File: src/design/sma_pkg.sv
`timescale 1ns / 1ps

package sma_pkg;

    localparam int WORD_W          = 32;
    localparam int STEP_W          = 5;
    localparam int OP_W            = 3;
    localparam int STATUS_W        = 2;
    localparam int DEPTH_OUT_W     = 7;
    localparam int STACK_DEPTH_DEF = 64;

    localparam logic [OP_W-1:0] OP_PUSH = 3'd0;
    localparam logic [OP_W-1:0] OP_SWAP = 3'd1;
    localparam logic [OP_W-1:0] OP_ADD  = 3'd2;
    localparam logic [OP_W-1:0] OP_SUB  = 3'd3;
    localparam logic [OP_W-1:0] OP_MUL  = 3'd4;
    localparam logic [OP_W-1:0] OP_DIV  = 3'd5;
    localparam logic [OP_W-1:0] OP_MOD  = 3'd6;

    localparam logic [STATUS_W-1:0] ST_OK    = 2'd0;
    localparam logic [STATUS_W-1:0] ST_DIV0  = 2'd1;
    localparam logic [STATUS_W-1:0] ST_SHORT = 2'd2;
    localparam logic [STATUS_W-1:0] ST_FULL  = 2'd3;

    typedef struct packed {
        logic [OP_W-1:0]          operation;
        logic signed [WORD_W-1:0] push_value;
    } cmd_t;

    typedef struct packed {
        logic [STATUS_W-1:0]      status;
        logic signed [WORD_W-1:0] top_word;
        logic [DEPTH_OUT_W-1:0]   depth_now;
    } res_t;

    typedef struct packed {
        logic              start;
        logic [OP_W-1:0]   op;
        logic [WORD_W-1:0] a;
        logic [WORD_W-1:0] b;
    } unit_req_t;

    typedef struct packed {
        logic              done;
        logic [WORD_W-1:0] result;
    } unit_rsp_t;

endpackage

File: src/design/sma_ram.sv
`timescale 1ns / 1ps

module sma_ram #(
    parameter int WIDTH = 32,
    parameter int DEPTH = 64
) (
    input  logic                     clk,
    input  logic                     we,
    input  logic [$clog2(DEPTH)-1:0] waddr,
    input  logic [WIDTH-1:0]         wdata,
    input  logic [$clog2(DEPTH)-1:0] raddr,
    output logic [WIDTH-1:0]         rdata
);

    logic [WIDTH-1:0] mem [DEPTH];

    always_ff @(posedge clk)
    begin
        if (we)
        begin
            mem[waddr] <= wdata;
        end
        rdata <= mem[raddr];
    end

endmodule

File: src/design/sma_unit.sv
`timescale 1ns / 1ps

module sma_unit (
    input  logic              clk,
    input  logic              rst_n,
    input  sma_pkg::unit_req_t req,
    output sma_pkg::unit_rsp_t rsp
);

    import sma_pkg::*;

    typedef enum logic [2:0] {
        U_IDLE = 3'b001,
        U_RUN  = 3'b010,
        U_FIX  = 3'b100
    } ustate_t;

    ustate_t           state_reg, state_next;
    logic [OP_W-1:0]   op_reg, op_next;
    logic [WORD_W-1:0] acc_reg, acc_next;
    logic [WORD_W-1:0] q_reg, q_next;
    logic [WORD_W-1:0] b_reg, b_next;
    logic [STEP_W-1:0] cnt_reg, cnt_next;
    logic              neg_q_reg, neg_q_next;
    logic              neg_r_reg, neg_r_next;
    logic              done_reg, done_next;
    logic [WORD_W-1:0] result_reg, result_next;

    logic              is_div;
    logic              sub;
    logic              last;
    logic [WORD_W-1:0] fix_src;
    logic [WORD_W-1:0] x;
    logic [WORD_W-1:0] y;
    logic [WORD_W:0]   sum;
    logic [WORD_W-1:0] a_mag;
    logic [WORD_W-1:0] b_mag;

    // one shared adder: add, sub, multiply accumulate, trial subtract, sign fix
    always_comb
    begin
        is_div  = (op_reg == OP_DIV) || (op_reg == OP_MOD);
        fix_src = (op_reg == OP_DIV) ? q_reg : acc_reg;
        if (state_reg == U_FIX)
        begin
            x = '0;
        end
        else if (is_div)
        begin
            x = {acc_reg[WORD_W-2:0], q_reg[WORD_W-1]};
        end
        else
        begin
            x = acc_reg;
        end
        y    = (state_reg == U_FIX) ? fix_src : b_reg;
        sub  = (state_reg == U_FIX) || (op_reg == OP_SUB) || is_div;
        sum  = {1'b0, x} + {1'b0, y ^ {WORD_W{sub}}} + {{WORD_W{1'b0}}, sub};
        last = (cnt_reg == {STEP_W{1'b1}});
        a_mag = req.a[WORD_W-1] ? (~req.a + {{(WORD_W-1){1'b0}}, 1'b1}) : req.a;
        b_mag = req.b[WORD_W-1] ? (~req.b + {{(WORD_W-1){1'b0}}, 1'b1}) : req.b;
    end

    always_comb
    begin
        state_next  = state_reg;
        op_next     = op_reg;
        acc_next    = acc_reg;
        q_next      = q_reg;
        b_next      = b_reg;
        cnt_next    = cnt_reg;
        neg_q_next  = neg_q_reg;
        neg_r_next  = neg_r_reg;
        done_next   = 1'b0;
        result_next = result_reg;
        case (state_reg)
            U_IDLE:
            begin
                if (req.start)
                begin
                    op_next    = req.op;
                    neg_q_next = req.a[WORD_W-1] ^ req.b[WORD_W-1];
                    neg_r_next = req.a[WORD_W-1];
                    state_next = U_RUN;
                    if ((req.op == OP_ADD) || (req.op == OP_SUB))
                    begin
                        acc_next = req.a;
                        b_next   = req.b;
                        cnt_next = {STEP_W{1'b1}};
                    end
                    else if (req.op == OP_MUL)
                    begin
                        acc_next = '0;
                        q_next   = req.a;
                        b_next   = req.b;
                        cnt_next = '0;
                    end
                    else
                    begin
                        acc_next = '0;
                        q_next   = a_mag;
                        b_next   = b_mag;
                        cnt_next = '0;
                    end
                end
            end
            U_RUN:
            begin
                case (op_reg)
                    OP_ADD, OP_SUB:
                    begin
                        result_next = sum[WORD_W-1:0];
                        done_next   = 1'b1;
                        state_next  = U_IDLE;
                    end
                    OP_MUL:
                    begin
                        acc_next = q_reg[0] ? sum[WORD_W-1:0] : acc_reg;
                        q_next   = {1'b0, q_reg[WORD_W-1:1]};
                        b_next   = {b_reg[WORD_W-2:0], 1'b0};
                        cnt_next = cnt_reg + {{(STEP_W-1){1'b0}}, 1'b1};
                        if (last)
                        begin
                            result_next = acc_next;
                            done_next   = 1'b1;
                            state_next  = U_IDLE;
                        end
                    end
                    default:
                    begin
                        if (sum[WORD_W])
                        begin
                            acc_next = sum[WORD_W-1:0];
                            q_next   = {q_reg[WORD_W-2:0], 1'b1};
                        end
                        else
                        begin
                            acc_next = x;
                            q_next   = {q_reg[WORD_W-2:0], 1'b0};
                        end
                        cnt_next = cnt_reg + {{(STEP_W-1){1'b0}}, 1'b1};
                        if (last)
                        begin
                            state_next = U_FIX;
                        end
                    end
                endcase
            end
            U_FIX:
            begin
                if ((op_reg == OP_DIV) ? neg_q_reg : neg_r_reg)
                begin
                    result_next = sum[WORD_W-1:0];
                end
                else
                begin
                    result_next = fix_src;
                end
                done_next  = 1'b1;
                state_next = U_IDLE;
            end
            default:
            begin
                state_next = U_IDLE;
            end
        endcase
    end

    always_ff @(posedge clk or negedge rst_n)
    begin
        if (!rst_n)
        begin
            state_reg <= U_IDLE;
            done_reg  <= 1'b0;
        end
        else
        begin
            state_reg <= state_next;
            done_reg  <= done_next;
        end
    end

    always_ff @(posedge clk)
    begin
        op_reg     <= op_next;
        acc_reg    <= acc_next;
        q_reg      <= q_next;
        b_reg      <= b_next;
        cnt_reg    <= cnt_next;
        neg_q_reg  <= neg_q_next;
        neg_r_reg  <= neg_r_next;
        result_reg <= result_next;
    end

    assign rsp.done   = done_reg;
    assign rsp.result = result_reg;

endmodule

File: src/design/stack_machine_alu.sv
`timescale 1ns / 1ps

// Stack machine ALU: a bounded stack of 32-bit signed words driven by one
// operation per request, one result per request giving status, new top word and
// depth. The top word lives in a register and the words below it in a RAM, so
// each request needs at most one RAM read and one RAM write. A request goes
// from idle to finish for push, unused codes and errors, via read for swap
// and zero-divisor checks, and via read and execute for the rest, where the
// shared adder runs one shift-add or one restoring-division step per cycle.
// A new request is accepted while the previous result still waits to be taken.
module stack_machine_alu #(
    parameter int STACK_DEPTH = sma_pkg::STACK_DEPTH_DEF
) (
    input  logic          clk,
    input  logic          rst_n,
    input  logic          cmd_valid,
    output logic          cmd_stall,
    input  sma_pkg::cmd_t cmd,
    output logic          res_valid,
    input  logic          res_stall,
    output sma_pkg::res_t res
);

    import sma_pkg::*;

    localparam int CNT_W = $clog2(STACK_DEPTH + 1);
    localparam int AW    = $clog2(STACK_DEPTH);
    localparam logic [CNT_W-1:0] FULL_CNT = CNT_W'(STACK_DEPTH);
    localparam logic [CNT_W-1:0] ONE_CNT  = CNT_W'(1);
    localparam logic [CNT_W-1:0] TWO_CNT  = CNT_W'(2);

    typedef enum logic [3:0] {
        S_IDLE = 4'b0001,
        S_READ = 4'b0010,
        S_EXEC = 4'b0100,
        S_FIN  = 4'b1000
    } state_t;

    typedef enum logic [1:0] {
        C_NONE,
        C_PUSH,
        C_POP,
        C_SWAP
    } commit_t;

    state_t            state_reg, state_next;
    logic [CNT_W-1:0]  count_reg, count_next;
    logic [WORD_W-1:0] top_reg, top_next;
    logic [OP_W-1:0]   op_reg, op_next;
    logic [STATUS_W-1:0] status_reg, status_next;
    commit_t           kind_reg, kind_next;
    logic [WORD_W-1:0] new_top_reg, new_top_next;
    logic              out_valid_reg, out_valid_next;
    res_t              out_reg, out_next;

    logic [CNT_W-1:0]  cnt_minus1;
    logic [CNT_W-1:0]  cnt_minus2;
    logic [CNT_W+DEPTH_OUT_W-1:0] depth_ext;
    logic              out_free;
    logic              ram_we;
    logic [AW-1:0]     ram_waddr;
    logic [AW-1:0]     ram_raddr;
    logic [WORD_W-1:0] ram_rdata;
    unit_req_t         ureq;
    unit_rsp_t         ursp;

    sma_ram #(
        .WIDTH(WORD_W),
        .DEPTH(STACK_DEPTH)
    ) u_ram (
        .clk  (clk),
        .we   (ram_we),
        .waddr(ram_waddr),
        .wdata(top_reg),
        .raddr(ram_raddr),
        .rdata(ram_rdata)
    );

    sma_unit u_unit (
        .clk  (clk),
        .rst_n(rst_n),
        .req  (ureq),
        .rsp  (ursp)
    );

    assign cnt_minus1 = count_reg - ONE_CNT;
    assign cnt_minus2 = count_reg - TWO_CNT;
    assign ram_raddr  = cnt_minus2[AW-1:0];
    assign out_free   = !out_valid_reg || !res_stall;
    assign depth_ext  = {{DEPTH_OUT_W{1'b0}}, count_next};

    always_comb
    begin
        state_next     = state_reg;
        count_next     = count_reg;
        top_next       = top_reg;
        op_next        = op_reg;
        status_next    = status_reg;
        kind_next      = kind_reg;
        new_top_next   = new_top_reg;
        out_valid_next = out_valid_reg && res_stall;
        out_next       = out_reg;
        ram_we         = 1'b0;
        ram_waddr      = cnt_minus1[AW-1:0];
        ureq.start     = 1'b0;
        ureq.op        = op_reg;
        ureq.a         = ram_rdata;
        ureq.b         = top_reg;
        case (state_reg)
            S_IDLE:
            begin
                if (cmd_valid)
                begin
                    op_next     = cmd.operation;
                    status_next = ST_OK;
                    kind_next   = C_NONE;
                    state_next  = S_FIN;
                    if (cmd.operation == OP_PUSH)
                    begin
                        if (count_reg >= FULL_CNT)
                        begin
                            status_next = ST_FULL;
                        end
                        else
                        begin
                            kind_next    = C_PUSH;
                            new_top_next = cmd.push_value;
                        end
                    end
                    else if (cmd.operation <= OP_MOD)
                    begin
                        if (count_reg < TWO_CNT)
                        begin
                            status_next = ST_SHORT;
                        end
                        else
                        begin
                            state_next = S_READ;
                        end
                    end
                end
            end
            S_READ:
            begin
                state_next = S_FIN;
                if (op_reg == OP_SWAP)
                begin
                    kind_next    = C_SWAP;
                    new_top_next = ram_rdata;
                end
                else if (((op_reg == OP_DIV) || (op_reg == OP_MOD)) && (top_reg == '0))
                begin
                    status_next = ST_DIV0;
                end
                else
                begin
                    ureq.start = 1'b1;
                    state_next = S_EXEC;
                end
            end
            S_EXEC:
            begin
                if (ursp.done)
                begin
                    kind_next    = C_POP;
                    new_top_next = ursp.result;
                    state_next   = S_FIN;
                end
            end
            S_FIN:
            begin
                if (out_free)
                begin
                    case (kind_reg)
                        C_PUSH:
                        begin
                            ram_we     = (count_reg != '0);
                            count_next = count_reg + ONE_CNT;
                            top_next   = new_top_reg;
                        end
                        C_SWAP:
                        begin
                            ram_we    = 1'b1;
                            ram_waddr = cnt_minus2[AW-1:0];
                            top_next  = new_top_reg;
                        end
                        C_POP:
                        begin
                            count_next = cnt_minus1;
                            top_next   = new_top_reg;
                        end
                        default:
                        begin
                        end
                    endcase
                    out_valid_next     = 1'b1;
                    out_next.status    = status_reg;
                    out_next.top_word  = (count_next == '0) ? '0 : top_next;
                    out_next.depth_now = depth_ext[DEPTH_OUT_W-1:0];
                    state_next         = S_IDLE;
                end
            end
            default:
            begin
                state_next = S_IDLE;
            end
        endcase
    end

    always_ff @(posedge clk or negedge rst_n)
    begin
        if (!rst_n)
        begin
            state_reg     <= S_IDLE;
            count_reg     <= '0;
            out_valid_reg <= 1'b0;
        end
        else
        begin
            state_reg     <= state_next;
            count_reg     <= count_next;
            out_valid_reg <= out_valid_next;
        end
    end

    always_ff @(posedge clk)
    begin
        top_reg     <= top_next;
        op_reg      <= op_next;
        status_reg  <= status_next;
        kind_reg    <= kind_next;
        new_top_reg <= new_top_next;
        out_reg     <= out_next;
    end

    assign cmd_stall = (state_reg != S_IDLE);
    assign res_valid = out_valid_reg;
    assign res       = out_reg;

    a_count_bound: assert property (@(posedge clk) disable iff (!rst_n)
        count_reg <= FULL_CNT)
        else $error("stack count above depth");

    a_unit_done_in_exec: assert property (@(posedge clk) disable iff (!rst_n)
        ursp.done |-> (state_reg == S_EXEC))
        else $error("arithmetic unit finished outside execute state");

    a_empty_top_zero: assert property (@(posedge clk) disable iff (!rst_n)
        (res_valid && (res.depth_now == '0) && (FULL_CNT[DEPTH_OUT_W-1:0] != '0))
            |-> (res.top_word == '0))
        else $error("empty stack reports nonzero top");

    a_short_keeps_depth: assert property (@(posedge clk) disable iff (!rst_n)
        ((state_reg == S_FIN) && out_free && (status_reg != ST_OK))
            |=> ($stable(count_reg) && (res.status == $past(status_reg))))
        else $error("error request changed the stack depth");

endmodule
File: config.mk
export PLATFORM = sky130hd
export DESIGN_NAME = stack_machine_alu
export DESIGN_NICKNAME = d
export VERILOG_FILES = /design/src/design/sma_pkg.sv /design/src/design/sma_ram.sv /design/src/design/sma_unit.sv /design/src/design/stack_machine_alu.sv
export SDC_FILE = /design/constraint.sdc
export NUM_CORES = 2
export LEC_CHECK = 0
export ABC_AREA = 1
export BUFFER_PORTS_ARGS = -buffer_cell sky130_fd_sc_hd__buf_2
export CAP_MARGIN = 20
export CELL_PAD_IN_SITES_DETAIL_PLACEMENT = 1
export CELL_PAD_IN_SITES_GLOBAL_PLACEMENT = 1
export CORE_ASPECT_RATIO = 0.7
export CORE_MARGIN = 2
export CORE_UTILIZATION = 55
export CTS_CLUSTER_DIAMETER = 100
export DETAILED_ROUTE_END_ITERATION = 10
export HOLD_SLACK_MARGIN = 0.12
export MAX_ROUTING_LAYER = met4
export PLACE_DENSITY = 0.82
export SYNTH_ARGS = -nofsm -noshare
export SYNTH_HDL_FRONTEND = slang
export SYNTH_SLANG_ARGS = --single-unit
File: constraint.sdc
create_clock -name clk -period 9.4 [get_ports clk]
set_clock_uncertainty 0.2 [all_clocks]
set_input_delay 2.82 -clock clk [delete_from_list [all_inputs] [get_ports clk]]
set_output_delay 2.82 -clock clk [all_outputs]
set_load 0.02 [all_outputs]
==> reports/qor.yml <==
synth:
  synth.cells.most_frequent: "2,298 x sky130_fd_sc_hd__edfxtp_1, 1,635 x sky130_fd_sc_hd__nor2_1, 1,540 x sky130_fd_sc_hd__o21ai_0"
  number_of_synthesized_flops_with_an_enable_pin: 2298
  synth-seq-area-share: 0.710
  syn-instance-count: 8331
  syn_area_per_cell_um2: 11.8
  yosys.area.top_type_share: 0.700
  synth_ff_type: "sky130_fd_sc_hd__edfxtp_1"
  synth_async_sr_flop_share: 0.00682
  combined_area_of_all_synthesized_cells_um2: 98600
  post-synth-top-count-cell: "sky130_fd_sc_hd__edfxtp_1"
  synthesis.nets: 8415
  synth.area.top_cells: "sky130_fd_sc_hd__edfxtp_1 70%, sky130_fd_sc_hd__o21ai_0 7.8%, sky130_fd_sc_hd__nor2_1 6.2%"
  synth_cell_type_count: 60
  synth_top_area_cell: "sky130_fd_sc_hd__edfxtp_1"
  synth_seq_cells: 2346
  ys.warnings.count: 0
floorplan:
  io_pins: 82
  core_area_um2: 177000
  design.die.area_um2: 183000
  die_x_um: 510
  die_y_um: 358
  rows: 129
  initial_standard_cell_utilization_of_the_core: 0.556
final_layout:
  top_register: "u_ram.mem"
  largest_register_ffs: 2048
  area_growth_syn_to_layout_pct: 11.0
  final_net_count: 8335
  fraction_of_final_layout_cells_sized_beyond_drive_strength_1: 0.0855
timing:
  rsz0062_at_grt: "no"
  period_needed_ps: 5980
  relSlewSlack: 0.154
  timing.final.max_slew_violations: 0
  max_freq_mhz: 167
  hold_violations: 0
  totalNegativeSetupSlack_ps: 0
  final.period_utilization: 0.636
  setup_viol_count_final: 0
  max_slew.worst_pin.slew_ps: 1260
drt:
  postRouteWirelength_mm: 386
  post_drt_via_cell_ratio: 7.02
  drc_viols: 0
  drtAntennaViolNets: 0
  dr.first_iter.drc_count: 14565
  average_wire_per_cell_in_the_routed_design_um: 35.6
  vias_after_detailed_routing: 76091
  firstDrtPassIters: 9
critical_path:
  worstPathBufferInverterCount: 5
  timing.critical_path.max_delay_family: "simple AND/OR/NAND/NOR gates"
  cp_data_required_time_ps: 9690
  reg2reg_depth: 10
  critPathMaxStageDelay_ps: 1200
  cp_cell_sequence: "buf_2, nand2_1, inv_1, nor2_4, inv_2, nor2_2, inv_2, o21ai_0, inv_1, nor2_1, nand2_1, nor2_4"
  path_class: "input pin to flip-flop"
  worstPathArrival_ps: 6260
  end_kind: "flip-flop"
  crit_path_start_kind: "input pin"
  cp.depth: 12
  slowest_cp_cell: "sky130_fd_sc_hd__nor2_4"
  crit_path_max_fanout: 32
power:
  leakagePower_nw: 36.1
  power_mw: 41.4
  irDropWorstVdd_uv: 280
  powerDensity_nw_per_um2: 378
global_route:
  grt_max_degree: 199
  grt_first_pass_wirelength_mm: 535
  grt_util_all_layers: 0.423
  first_global_vias: 73461
  globalRouteOverflowTotal: 0
  grt_antenna_before_repair: 49
hold_path:
  hold-path-cell-count: 0
  hold_path.class: "flip-flop to flip-flop"
clock_tree:
  post_cts_setup_buffer_count: 0
  cts_htree_levels: 4
  insertion_delay_ps: 900
  root_buffer_selected_by_cts: "sky130_fd_sc_hd__clkbuf_16"
  tritoncts: "built"
  worst_setup_hold_path_clk_slew_ps: 70
  tritoncts_num_sinks: 2346
  tritoncts.num_buffers: 211
  ctsResizeCount: 0
  ctsLongestPathBuffers: 3
  ctsHoldBuffers: 0
placement:
  port_buffers: 81
  gp_congestion: 1.05
  dpl.hpwl_mm: 236
flow_run:
  maxCapViolCount: 0
run_status:
  outcome: "finished clean"
==> metal layers <==
metal  global-route usage  share of wire
met1                0.567           0.37
met2                0.570           0.42
met3                0.186           0.17
met4                0.154          0.043
met5                    -              0
==> power by group <==
part | internal (mW) | total (mW) | leakage, nW | switching, mW
clock network | 4.77 | 8.99 | 3.40 | 4.22
registers | 12.5 | 13.0 | 21.2 | 0.545
logic | 4.12 | 19.3 | 11.5 | 15.2
total | 21.4 | 41.4 | 36.1 | 20.0
==> worst register-to-register path, stage by stage, from the launching register on <==
cell and delay (ps):
sky130_fd_sc_hd__dfrtp_4 600, sky130_fd_sc_hd__inv_8 460, sky130_fd_sc_hd__ha_1 440, sky130_fd_sc_hd__nand2_1 230
sky130_fd_sc_hd__xor2_4 200, sky130_fd_sc_hd__buf_4 250, sky130_fd_sc_hd__inv_1 730, sky130_fd_sc_hd__o21ai_1 240
sky130_fd_sc_hd__nor2_1 250, sky130_fd_sc_hd__nand2_1 670, sky130_fd_sc_hd__nor2_4 1120
==> final timing paths <==
check                                       startpoint                     endpoint  slack, ps
max                                          res_stall  u_ram.mem[42][16]$_DFFE_PP_       3430
min                        status_reg[1]$_SDFFCE_PP0P_            res[40]$_DFFE_PP_        220
max reg2reg                     count_reg[1]$_DFF_PN0_  u_ram.mem[39][15]$_DFFE_PP_       3570
min reg2reg                status_reg[1]$_SDFFCE_PP0P_            res[40]$_DFFE_PP_        220
max in group asynchronous                        rst_n       count_reg[0]$_DFF_PN0_       6930
min in group asynchronous                        rst_n     state_reg[2]$_DFFE_PN0P_       1690
==> kinds of logic after synthesis <==
family	Yosys count	synth area share
adder cells (fa/ha/maj)	45	0.00578
buffers and inverters	838	0.0341
AO/OA/AOI/OAI	2547	0.144
flip-flops	2346	0.710
XOR/XNOR	81	0.00742
AND/OR/NAND/NOR	2474	0.0984
==> final cells by class <==
type	count	area, um2
sequential	2346	70100
fill	17450	67900
multi-input combinational	5147	25800
clock buffer	249	5450
tap	2358	2950
timing repair buffer	261	2430
clock inverter	149	1510
inverter	284	1090
antenna	43	108
==> layout by cell type (no fill, tap or decap), drive strengths merged, types with 4 or more instances in the layout <==
cell | Yosys | final
diode | 0 | 43
nand3 | 129 | 129
o31ai | 6 | 6
clkinvlp | 0 | 8
a21oi | 125 | 125
o21a | 4 | 4
o32ai | 35 | 35
ha | 44 | 44
or2 | 13 | 13
o221ai | 49 | 49
xor2 | 74 | 74
inv | 283 | 288
nor3 | 38 | 38
edfxtp | 2298 | 2298
o211ai | 71 | 71
clkinv | 1 | 116
a211oi | 11 | 11
o22ai | 608 | 608
nor4 | 8 | 8
dfrtp | 14 | 14
clkbuf | 398 | 250
o21bai | 6 | 6
nor2 | 1640 | 1640
o311ai | 4 | 4
o21ai | 1585 | 1585
a22oi | 22 | 22
a31oi | 9 | 9
nand2 | 630 | 630
nand4 | 11 | 11
xnor2 | 7 | 7
dfxtp | 32 | 32
buf | 156 | 260
bufinv | 0 | 21
==> stage by stage <==
stage / instance area (um2) / util / cells / setup slack (ps) / hold WS, ps
3_3_place_gp: 102000 / 0.572 / 10354 / 2560 / 202
6_report: 109000 / 0.617 / 10837 / 3430 / 221
3_5_place_dp: 102000 / 0.573 / 10357 / 2610 / 208
4_1_cts: 109000 / 0.612 / 10755 / 3480 / 223
2_1_floorplan: 98600 / - / 8331 / 1530 / 200
5_1_grt: 109000 / 0.617 / 10828 / 3280 / 228
(Power assumes the default switching activity.)
